## config.mk

```make
export PLATFORM = sky130hd
export DESIGN_NAME = node_address_table
export DESIGN_NICKNAME = d
export VERILOG_FILES = /design/src/hw/rtl/nat_pkg.sv /design/src/hw/rtl/nat_ram.sv /design/src/hw/rtl/nat_scan.sv /design/src/hw/rtl/node_address_table.sv
export VERILOG_INCLUDE_DIRS = /design/src /design/src/hw/rtl
export SDC_FILE = /design/constraint.sdc
export NUM_CORES = 2
export LEC_CHECK = 0
export ABC_AREA = 0
export BUFFER_PORTS_ARGS = -buffer_cell sky130_fd_sc_hd__buf_2
export CAP_MARGIN = 5
export CORE_MARGIN = 2
export CORE_UTILIZATION = 45
export DETAILED_ROUTE_END_ITERATION = 6
export GPL_ROUTABILITY_DRIVEN = 0
export HOLD_SLACK_MARGIN = 0.03
export SLEW_MARGIN = 40
export SYNTH_ARGS = -nofsm -noshare
export SYNTH_HDL_FRONTEND = slang
export SYNTH_SLANG_ARGS = --single-unit
```

## constraint.sdc

```tcl
create_clock -name i_clk -period 21.8 [get_ports i_clk]
set_input_delay 1.09 -clock i_clk [delete_from_list [all_inputs] [get_ports i_clk]]
set_output_delay 1.09 -clock i_clk [all_outputs]
set_load 0.01 [all_outputs]
```

## src/hw/rtl/assert_macros.svh

```systemverilog
// Assertion helpers shared by the RTL. Each checks on the rising edge of i_clk
// and is switched off while the synchronous reset is held.
`ifndef ASSERT_MACROS_SVH
`define ASSERT_MACROS_SVH

// A plain condition that must hold at every clock edge out of reset.
`define NAT_ASSERT(lbl, cond, msg) \
    lbl: assert property (@(posedge i_clk) disable iff (!i_rst_n) (cond)) else $error(msg);

// An implication checked in the same cycle.
`define NAT_ASSERT_IMP(lbl, ante, cons, msg) \
    lbl: assert property (@(posedge i_clk) disable iff (!i_rst_n) (ante) |-> (cons)) \
        else $error(msg);

`endif

```

## src/hw/rtl/nat_pkg.sv

```systemverilog
package nat_pkg;

    localparam int NODE_SLOTS = 16;
    localparam int IDX_W      = (NODE_SLOTS > 1) ? $clog2(NODE_SLOTS) : 1;
    localparam int CNT_W      = $clog2(NODE_SLOTS + 1);
    localparam int NODE_W     = 8;
    localparam int ADDR_W     = 160;
    localparam int TIME_W     = 32;
    localparam int COUNT_W    = 5;

    localparam logic [1:0] OP_REMEMBER     = 2'd0;
    localparam logic [1:0] OP_ADDR_BY_NODE = 2'd1;
    localparam logic [1:0] OP_NODE_BY_ADDR = 2'd2;
    localparam logic [1:0] OP_UNUSED       = 2'd3;

    localparam logic [2:0] ST_UPDATED  = 3'd0;
    localparam logic [2:0] ST_INSERTED = 3'd1;
    localparam logic [2:0] ST_IGNORED  = 3'd2;
    localparam logic [2:0] ST_FULL     = 3'd3;
    localparam logic [2:0] ST_HIT      = 3'd4;
    localparam logic [2:0] ST_MISS     = 3'd5;

    typedef enum logic [1:0] {
        S_IDLE,
        S_SCAN,
        S_FIN
    } t_state;

    typedef struct packed {
        logic [1:0]        opcode;
        logic [NODE_W-1:0] node_id;
        logic [63:0]       key_high;
        logic [63:0]       key_mid;
        logic [31:0]       key_low;
        logic              key_valid;
        logic [TIME_W-1:0] now_ms;
    } t_in_item;

    typedef struct packed {
        logic [2:0]         status;
        logic [NODE_W-1:0]  node_out;
        logic [63:0]        addr_out_high;
        logic [63:0]        addr_out_mid;
        logic [31:0]        addr_out_low;
        logic [COUNT_W-1:0] known_count;
    } t_out_item;

    // One slot of the table as held in memory.
    typedef struct packed {
        logic [NODE_W-1:0] node;
        logic [ADDR_W-1:0] addr;
        logic [TIME_W-1:0] seen;
    } t_entry;

    // What the scan unit hands back to the controller.
    typedef struct packed {
        logic              done;
        logic              hit;
        logic [IDX_W-1:0]  hit_idx;
        logic [NODE_W-1:0] hit_node;
        logic [ADDR_W-1:0] hit_addr;
        logic              free;
        logic [IDX_W-1:0]  free_idx;
    } t_scan_res;

endpackage

```

## src/hw/rtl/nat_ram.sv

```systemverilog
module nat_ram #(
    parameter int WIDTH = 8,
    parameter int DEPTH = 16,
    localparam int AW   = (DEPTH > 1) ? $clog2(DEPTH) : 1
) (
    input  logic             i_clk,
    input  logic             i_we,
    input  logic [AW-1:0]    i_waddr,
    input  logic [WIDTH-1:0] i_wdata,
    input  logic [AW-1:0]    i_raddr,
    output logic [WIDTH-1:0] o_rdata
);

    logic [WIDTH-1:0] r_mem [DEPTH];
    logic [WIDTH-1:0] r_rdata;

    always_ff @(posedge i_clk) begin
        if (i_we) begin
            r_mem[i_waddr] <= i_wdata;
        end
        r_rdata <= r_mem[i_raddr];
    end

    assign o_rdata = r_rdata;

endmodule

```

## src/hw/rtl/nat_scan.sv

```systemverilog
module nat_scan (
    input  logic                           i_clk,
    input  logic                           i_rst_n,
    input  logic                           i_start,
    input  logic [1:0]                     i_op,
    input  logic [nat_pkg::NODE_W-1:0]     i_node,
    input  logic [nat_pkg::ADDR_W-1:0]     i_key,
    input  logic [nat_pkg::NODE_SLOTS-1:0] i_used,
    input  nat_pkg::t_entry                i_rdata,
    output logic [nat_pkg::IDX_W-1:0]      o_raddr,
    output nat_pkg::t_scan_res             o_res
);

    localparam logic [nat_pkg::CNT_W-1:0] LAST = nat_pkg::CNT_W'(nat_pkg::NODE_SLOTS);

    logic                          r_busy;
    logic [nat_pkg::CNT_W-1:0]     r_idx;
    logic                          r_chk_vld;
    logic [nat_pkg::IDX_W-1:0]     r_chk_idx;
    logic                          r_done;
    logic                          r_hit;
    logic [nat_pkg::IDX_W-1:0]     r_hit_idx;
    logic [nat_pkg::NODE_W-1:0]    r_hit_node;
    logic [nat_pkg::ADDR_W-1:0]    r_hit_addr;
    logic                          r_free;
    logic [nat_pkg::IDX_W-1:0]     r_free_idx;
    logic                          w_used;
    logic                          w_match;

    assign o_raddr = r_idx[nat_pkg::IDX_W-1:0];
    assign w_used  = i_used[r_chk_idx];

    // The address lookup compares the full address, the others the node number.
    always_comb begin
        if (i_op == nat_pkg::OP_NODE_BY_ADDR) begin
            w_match = w_used && (i_rdata.addr == i_key);
        end else begin
            w_match = w_used && (i_rdata.node == i_node);
        end
    end

    always_ff @(posedge i_clk) begin
        if (!i_rst_n) begin
            r_busy    <= 1'b0;
            r_chk_vld <= 1'b0;
            r_done    <= 1'b0;
            r_hit     <= 1'b0;
            r_free    <= 1'b0;
            r_idx     <= '0;
        end else if (i_start) begin
            r_busy    <= 1'b1;
            r_idx     <= '0;
            r_chk_vld <= 1'b0;
            r_done    <= 1'b0;
            r_hit     <= 1'b0;
            r_free    <= 1'b0;
        end else begin
            r_done <= 1'b0;
            if (r_busy) begin
                if (r_idx != LAST) begin
                    r_chk_vld <= 1'b1;
                    r_chk_idx <= r_idx[nat_pkg::IDX_W-1:0];
                    r_idx     <= r_idx + 1'b1;
                end else begin
                    r_busy    <= 1'b0;
                    r_chk_vld <= 1'b0;
                    r_done    <= 1'b1;
                end
            end
            if (r_chk_vld) begin
                if (w_match && !r_hit) begin
                    r_hit      <= 1'b1;
                    r_hit_idx  <= r_chk_idx;
                    r_hit_node <= i_rdata.node;
                    r_hit_addr <= i_rdata.addr;
                end
                if (!w_used && !r_free) begin
                    r_free     <= 1'b1;
                    r_free_idx <= r_chk_idx;
                end
            end
        end
    end

    always_comb begin
        o_res.done     = r_done;
        o_res.hit      = r_hit;
        o_res.hit_idx  = r_hit_idx;
        o_res.hit_node = r_hit_node;
        o_res.hit_addr = r_hit_addr;
        o_res.free     = r_free;
        o_res.free_idx = r_free_idx;
    end

endmodule

```

## src/hw/rtl/node_address_table.sv

```systemverilog
// Channel   Direction  Valid        Stall         Payload
// input     in         i_in_valid   o_in_stall    i_in_item  (nat_pkg::t_in_item)
// output    out        o_out_valid  i_out_stall   o_out_item (nat_pkg::t_out_item)
// config    in         i_cfg_we     (none)        i_cfg_wdata (broadcast node number)
//
// An item that scans the table reads one slot after another, the scan result is settled,
// the entry is written back in the final state and the block returns to idle before the
// next acceptance. An ignored item skips the scan and goes straight to the final state.
// Reset empties the table at once through per-slot used flags; no clearing pass is needed.
// A result waits in the output register while the output is stalled; the next item is
// still accepted and scanned, and only its write-back waits for that register to drain.
`include "assert_macros.svh"

module node_address_table (
    input  logic                       i_clk,
    input  logic                       i_rst_n,
    input  logic                       i_in_valid,
    output logic                       o_in_stall,
    input  nat_pkg::t_in_item          i_in_item,
    output logic                       o_out_valid,
    input  logic                       i_out_stall,
    output nat_pkg::t_out_item         o_out_item,
    input  logic                       i_cfg_we,
    input  logic [nat_pkg::NODE_W-1:0] i_cfg_wdata
);

    nat_pkg::t_state                  r_state;
    nat_pkg::t_state                  n_state;
    nat_pkg::t_in_item                r_req;
    logic                             r_skip;
    logic [nat_pkg::NODE_W-1:0]       r_bcast;
    logic [nat_pkg::NODE_SLOTS-1:0]   r_used;
    logic [nat_pkg::NODE_SLOTS-1:0]   n_used;
    logic [nat_pkg::CNT_W-1:0]        r_count;
    logic [nat_pkg::CNT_W-1:0]        n_count;
    logic                             r_out_valid;
    nat_pkg::t_out_item               r_out_item;
    nat_pkg::t_out_item               n_out_item;

    logic                             w_accept;
    logic                             w_skip;
    logic                             w_start;
    logic                             w_fin;
    logic                             w_out_free;
    logic                             w_in_stall;
    logic                             w_we;
    logic                             w_set_used;
    logic [nat_pkg::IDX_W-1:0]        w_waddr;
    logic [nat_pkg::IDX_W-1:0]        w_raddr;
    nat_pkg::t_entry                  w_wdata;
    nat_pkg::t_entry                  w_rdata;
    nat_pkg::t_scan_res               w_scan;

    // Handshake. Only one item is in flight; the output register decouples the sides.
    assign w_accept   = i_in_valid && !w_in_stall;
    assign w_out_free = !r_out_valid || !i_out_stall;
    assign o_in_stall = w_in_stall;

    // A remember with an invalid address or the broadcast node, and the unused opcode,
    // change nothing and need no scan.
    assign w_skip = (i_in_item.opcode == nat_pkg::OP_UNUSED) ||
                    ((i_in_item.opcode == nat_pkg::OP_REMEMBER) &&
                     (!i_in_item.key_valid || (i_in_item.node_id == r_bcast)));

    always_comb begin : next_state
        n_state = r_state;
        unique case (r_state)
            nat_pkg::S_IDLE: begin
                if (w_accept) begin
                    n_state = w_skip ? nat_pkg::S_FIN : nat_pkg::S_SCAN;
                end
            end
            nat_pkg::S_SCAN: begin
                if (w_scan.done) begin
                    n_state = nat_pkg::S_FIN;
                end
            end
            nat_pkg::S_FIN: begin
                if (w_out_free) begin
                    n_state = nat_pkg::S_IDLE;
                end
            end
            default: begin
                n_state = nat_pkg::S_IDLE;
            end
        endcase
    end

    always_comb begin : state_outputs
        w_in_stall = (r_state != nat_pkg::S_IDLE);
        w_start    = w_accept && !w_skip;
        w_fin      = (r_state == nat_pkg::S_FIN) && w_out_free;
    end

    // Result and write-back, settled in the final state from the scan outcome.
    always_comb begin : result
        n_out_item        = '0;
        n_out_item.status = nat_pkg::ST_IGNORED;
        w_we              = 1'b0;
        w_set_used        = 1'b0;
        w_waddr           = w_scan.hit_idx;
        n_count           = r_count;
        n_used            = r_used;

        w_wdata.node = r_req.node_id;
        w_wdata.addr = {r_req.key_high, r_req.key_mid, r_req.key_low};
        w_wdata.seen = r_req.now_ms;

        if (!r_skip) begin
            unique case (r_req.opcode)
                nat_pkg::OP_REMEMBER: begin
                    if (w_scan.hit) begin
                        n_out_item.status = nat_pkg::ST_UPDATED;
                        w_we              = w_fin;
                    end else if (w_scan.free) begin
                        n_out_item.status = nat_pkg::ST_INSERTED;
                        w_waddr           = w_scan.free_idx;
                        w_we              = w_fin;
                        w_set_used        = w_fin;
                        n_count           = r_count + 1'b1;
                    end else begin
                        n_out_item.status = nat_pkg::ST_FULL;
                    end
                end
                nat_pkg::OP_ADDR_BY_NODE: begin
                    if (w_scan.hit) begin
                        n_out_item.status        = nat_pkg::ST_HIT;
                        n_out_item.node_out      = r_req.node_id;
                        n_out_item.addr_out_high = w_scan.hit_addr[159:96];
                        n_out_item.addr_out_mid  = w_scan.hit_addr[95:32];
                        n_out_item.addr_out_low  = w_scan.hit_addr[31:0];
                    end else begin
                        n_out_item.status   = nat_pkg::ST_MISS;
                        n_out_item.node_out = r_bcast;
                    end
                end
                nat_pkg::OP_NODE_BY_ADDR: begin
                    if (w_scan.hit) begin
                        n_out_item.status        = nat_pkg::ST_HIT;
                        n_out_item.node_out      = w_scan.hit_node;
                        n_out_item.addr_out_high = r_req.key_high;
                        n_out_item.addr_out_mid  = r_req.key_mid;
                        n_out_item.addr_out_low  = r_req.key_low;
                    end else begin
                        n_out_item.status   = nat_pkg::ST_MISS;
                        n_out_item.node_out = r_bcast;
                    end
                end
                default: begin
                    n_out_item.status = nat_pkg::ST_IGNORED;
                end
            endcase
        end

        if (w_set_used) begin
            n_used[w_waddr] = 1'b1;
        end
        n_out_item.known_count = nat_pkg::COUNT_W'(n_count);
    end

    always_ff @(posedge i_clk) begin
        if (!i_rst_n) begin
            r_state     <= nat_pkg::S_IDLE;
            r_skip      <= 1'b0;
            r_bcast     <= '1;
            r_used      <= '0;
            r_count     <= '0;
            r_out_valid <= 1'b0;
        end else begin
            r_state <= n_state;
            if (i_cfg_we) begin
                r_bcast <= i_cfg_wdata;
            end
            if (w_accept) begin
                r_skip <= w_skip;
            end
            if (w_fin) begin
                r_used      <= n_used;
                r_count     <= n_count;
                r_out_valid <= 1'b1;
            end else if (!i_out_stall) begin
                r_out_valid <= 1'b0;
            end
        end
    end

    always_ff @(posedge i_clk) begin
        if (w_accept) begin
            r_req <= i_in_item;
        end
        if (w_fin) begin
            r_out_item <= n_out_item;
        end
    end

    assign o_out_valid = r_out_valid;
    assign o_out_item  = r_out_item;

    // The RAM reads every cycle but its data is used only during the scan, and writes happen
    // only in the final state, so the scan never uses a read that coincides with a write.
    nat_ram #(
        .WIDTH ($bits(nat_pkg::t_entry)),
        .DEPTH (nat_pkg::NODE_SLOTS)
    ) u_slot_ram (
        .i_clk   (i_clk),
        .i_we    (w_we),
        .i_waddr (w_waddr),
        .i_wdata (w_wdata),
        .i_raddr (w_raddr),
        .o_rdata (w_rdata)
    );

    nat_scan u_scan (
        .i_clk   (i_clk),
        .i_rst_n (i_rst_n),
        .i_start (w_start),
        .i_op    (r_req.opcode),
        .i_node  (r_req.node_id),
        .i_key   ({r_req.key_high, r_req.key_mid, r_req.key_low}),
        .i_used  (r_used),
        .i_rdata (w_rdata),
        .o_raddr (w_raddr),
        .o_res   (w_scan)
    );

    `NAT_ASSERT(a_count_matches_used, r_count == $countones(r_used), "count out of step")
    `NAT_ASSERT(a_count_in_range, r_count <= nat_pkg::CNT_W'(nat_pkg::NODE_SLOTS), "count too big")
    `NAT_ASSERT_IMP(a_write_only_at_fin, w_we, r_state == nat_pkg::S_FIN, "write outside FIN")
    `NAT_ASSERT_IMP(a_done_only_in_scan, w_scan.done, r_state == nat_pkg::S_SCAN, "done outside scan")

endmodule
```

==> metrics.md <==
| Metric | Value |
|---|---|
| RSZ-0062 raised after global routing | no |
| Number of synthesized register bits | 3425 |
| Arrival @ worst endpoint | 6.08 ns |
| Worst Skew | 0.0746 ns |
| Synth area leaders | edfxtp_1, mux4_2, dfxtp_1 |
| Synth async-reset ratio | 0% |
| CP most frequent cell | nand4_1 |
| Clock root buffer | clkbuf_16 |
| Cell family with most CP delay | simple AND/OR/NAND/NOR gates |
| Layout cell share with drive strength beyond 1 | 30.7% |
| Drt wl/cell | 33.6 um |
| Clk_lat worst skew | 0.94 ns |
| Residual DRC | 2 |
| Slowest CP cell | xnor2_1 |
| Setup Buffers After CTS | 0 |
| Nets | 6216 |
| Critical path fanouts, max | 54 |
| Failing checks | design-rule violations |
| Top_reg_cell synth | edfxtp_1 |
| Total power | 14.1 mW |
| CP Buf/Inv Count | 3 |
| DRT Pass-1 Iters | 7 |
| Total negative slack | 0 ns |
| Tot GR Track Use | 23.4% |
| Max Freq | 0.181 GHz |
| Min Clock Period, post-route | 5.54 ns |
| Max_cap viols | 0 |
| Warnings, synthesis | 0 |
| Die Y-Extent | 534 um |
| Syn Area/Cell | 23.5 um^2 |
| Die area | 285000 um^2 |
| Largest net degree at the start of global routing | 93 |
| Initial antenna violation count | 23 |
| Buffers added on ports | 361 |
| Iteration-0 DRC count of the detailed router | 7379 |
| Die width | 534 um |
| Final period utilization | 25.4% |
| Power Density | 96.8 nW/um^2 |
| Core Area | 279000 um^2 |
| Post-synth top area share | 76.4% |
| Status | finished with violations |
| CTS Buf Count | 351 |
| Leak pwr | 45.0 nW |
| Area grow syn2layout | 15.4% |
| GRT Residual Overflow | 0 |
| Rel. slew slack | 39.5% |
| Crit path launch type | flop |
| Post-CTS Hold Buffers | 0 |
| H-tree depth | 5 |
| Hold crit path type | input port to flop |
| CTS clk-pin slew, worst paths | 0.06 ns |
| Via density | 5.94 |
| Fin. Hold Viols | 0 |
| Crit-path cells | xnor2_1 -> nand4_1 -> nor4_2 -> nand4_1 -> nor4_1 -> a21oi_2 -> nor2_4 -> buf_4 -> buf_12 -> buf_16 |
| CP Capture Type | flop |
| Yosys cell types | 51 |
| Hold slack | 0.320 ns |
| Vias in the first global route | 60400 |
| Syn Nets | 5605 |
| First-pass GRT wire length | 470 mm |
| # fillers | 21500 |
| Final wirelength | 336 mm |
| CTS tree | yes |
| DRT antenna net count | 0 |
| Synth area leader | edfxtp_1 |
| HPWL after DPL | 186 mm |
| Number of flops mapped to enable cells by yosys | 3214 |
| Initial Util | 45.2% |
| Critical Path RT | 22.35 ns |
| Max Slew Vio Count | 0 |
| Via Count | 59500 |
| Delay of the slowest cell on the worst path | 0.71 ns |
| Syn Inst Count | 5382 |
| Max VDD drop | 70.3 uV |
| Clock sink count | 3425 |
| Maximum root-to-sink buffer count | 4 |
| Io pins | 394 |
| PostCTS Resize Cnt | 0 |
| Register area share after synthesis | 79.7% |
| Tightest Pin Transition | 0.908 ns |
| Kind of critical path | flop to flop |
| Syn Std Cell Area | 126000 um^2 |
| Row count | 194 |
| # setup viols final | 0 |
[state kept, by name, indices dropped and copies added (netlist names), 8 cells and up]
name	flops
u_slot_ram.o_rdata	168
r_used	16
u_scan.r_hit_node	8
r_bcast	8
u_scan.r_hit_addr	160
r_req	170
u_slot_ram.r_mem	2688
o_out_item	176
[logic make-up (layout without fill, tap and decap cells)]
family | after synthesis | count (layout) | synth area share [%]
and+or+nand+nor | 400 | 400 | 1.53
AOI/OAI and AO/OA | 260 | 260 | 1.54
muxes | 856 | 856 | 15.1
DFF | 3425 | 3425 | 79.7
xor gates and xnor gates | 128 | 128 | 0.887
buffers and inverters | 306 | 1215 | 1.10
other | 0 | 5 | 0
adders and majority gates | 7 | 7 | 0.0693
[through the flow]
| stage | cell area [um^2] | utilization (%) | setup WS (ns) | cells |
|---|---|---|---|---|
| 2_1_floorplan | 126000 | - | 2.66 | 5382 |
| 3_3_place_gp | 133000 | 47.6 | 15.72 | 9335 |
| 3_5_place_dp | 134000 | 47.9 | 15.86 | 9357 |
| 4_1_cts | 146000 | 52.1 | 15.83 | 10000 |
| 5_1_grt | 146000 | 52.2 | 16.23 | 10000 |
| 6_report | 146000 | 52.2 | 16.26 | 10000 |
[cells in the mapped netlist, types with 7 or more instances]
cell       count
o21a_1        15
nand3_1        8
buf_6         12
buf_2         54
xnor2_1       77
buf_1         25
nor2b_1       44
nand2b_1      26
o22ai_1       16
nor3_1         7
xor2_1        51
buf_4         23
nand2_1       26
mux4_2       844
mux2i_1       10
a22o_1        11
a2111o_1      12
ha_1           7
inv_1         53
edfxtp_1    3214
dfxtp_1      211
a22oi_1      160
nand4_1       27
nor3b_1       13
nor2_1       212
o2111ai_1      7
a21oi_1       17
clkbuf_1     139
nor4_1        25
[layout by cell type (no fill, tap or decap), drive strengths merged, types with 8 or more instances in the layout]
master | netlist | layout
nand2 | 26 | 26
a22o | 11 | 11
o22ai | 16 | 16
o21a | 15 | 15
xnor2 | 77 | 77
nand3 | 8 | 8
edfxtp | 3214 | 3214
nor3b | 13 | 13
a22oi | 160 | 160
buf | 114 | 511
a2111o | 12 | 12
nand4 | 27 | 27
nor4 | 25 | 25
nor2 | 212 | 212
dfxtp | 211 | 211
inv | 53 | 65
nor2b | 44 | 44
a21oi | 17 | 17
xor2 | 51 | 51
clkinv | 0 | 131
nor3 | 8 | 8
nand2b | 26 | 26
clkinvlp | 0 | 8
mux4 | 844 | 844
clkbuf | 139 | 468
mux2i | 10 | 10
bufinv | 0 | 32
[path summary, 6_finish.rpt]
path | startpoint | end | slack, ns | depth (start not counted)
setup / recovery | r_req[73] | u_scan.r_hit_addr[71] | 16.26 | 10
hold / removal | i_in_item[147] | r_req[147] | 0.32 | 1
setup reg to reg | r_req[73] | u_scan.r_hit_addr[71] | 16.26 | 10
hold reg to reg | u_slot_ram.o_rdata[151] | u_scan.r_hit_addr[119] | 0.44 | 0
[layout make-up]
class,count,area [um^2],share of cell area (%)
Clock inverter,183,2140,1.47
Multi-Input combinational cell,1651,24600,16.9
Clock buffer,468,9620,6.60
Timing Repair Buffer,511,3750,2.57
Tap cell,3724,4660,3.20
Sequential cell,3425,101000,69.1
Antenna cell,5,12.5,0.00858
Inverter,53,199,0.136
[where the power goes]
part           leakage, nW  internal [mW]  switching, mW
clock                 5.72           3.51           2.57
combinational         8.52          0.244          0.316
sequential            30.8           7.30          0.163
total                 45.0           11.1           3.05
[per-layer routing]
metal | part of all wire (%) | wire (um) | GRT usage (%)
met1 | 42 | 140000 | 33.8
met2 | 48 | 162000 | 37.4
met3 | 8.3 | 28000 | 4.75
met4 | 2.0 | 6880 | 4.95
met5 | 0.010 | 34 | 0
(Power assumes the default switching activity.)
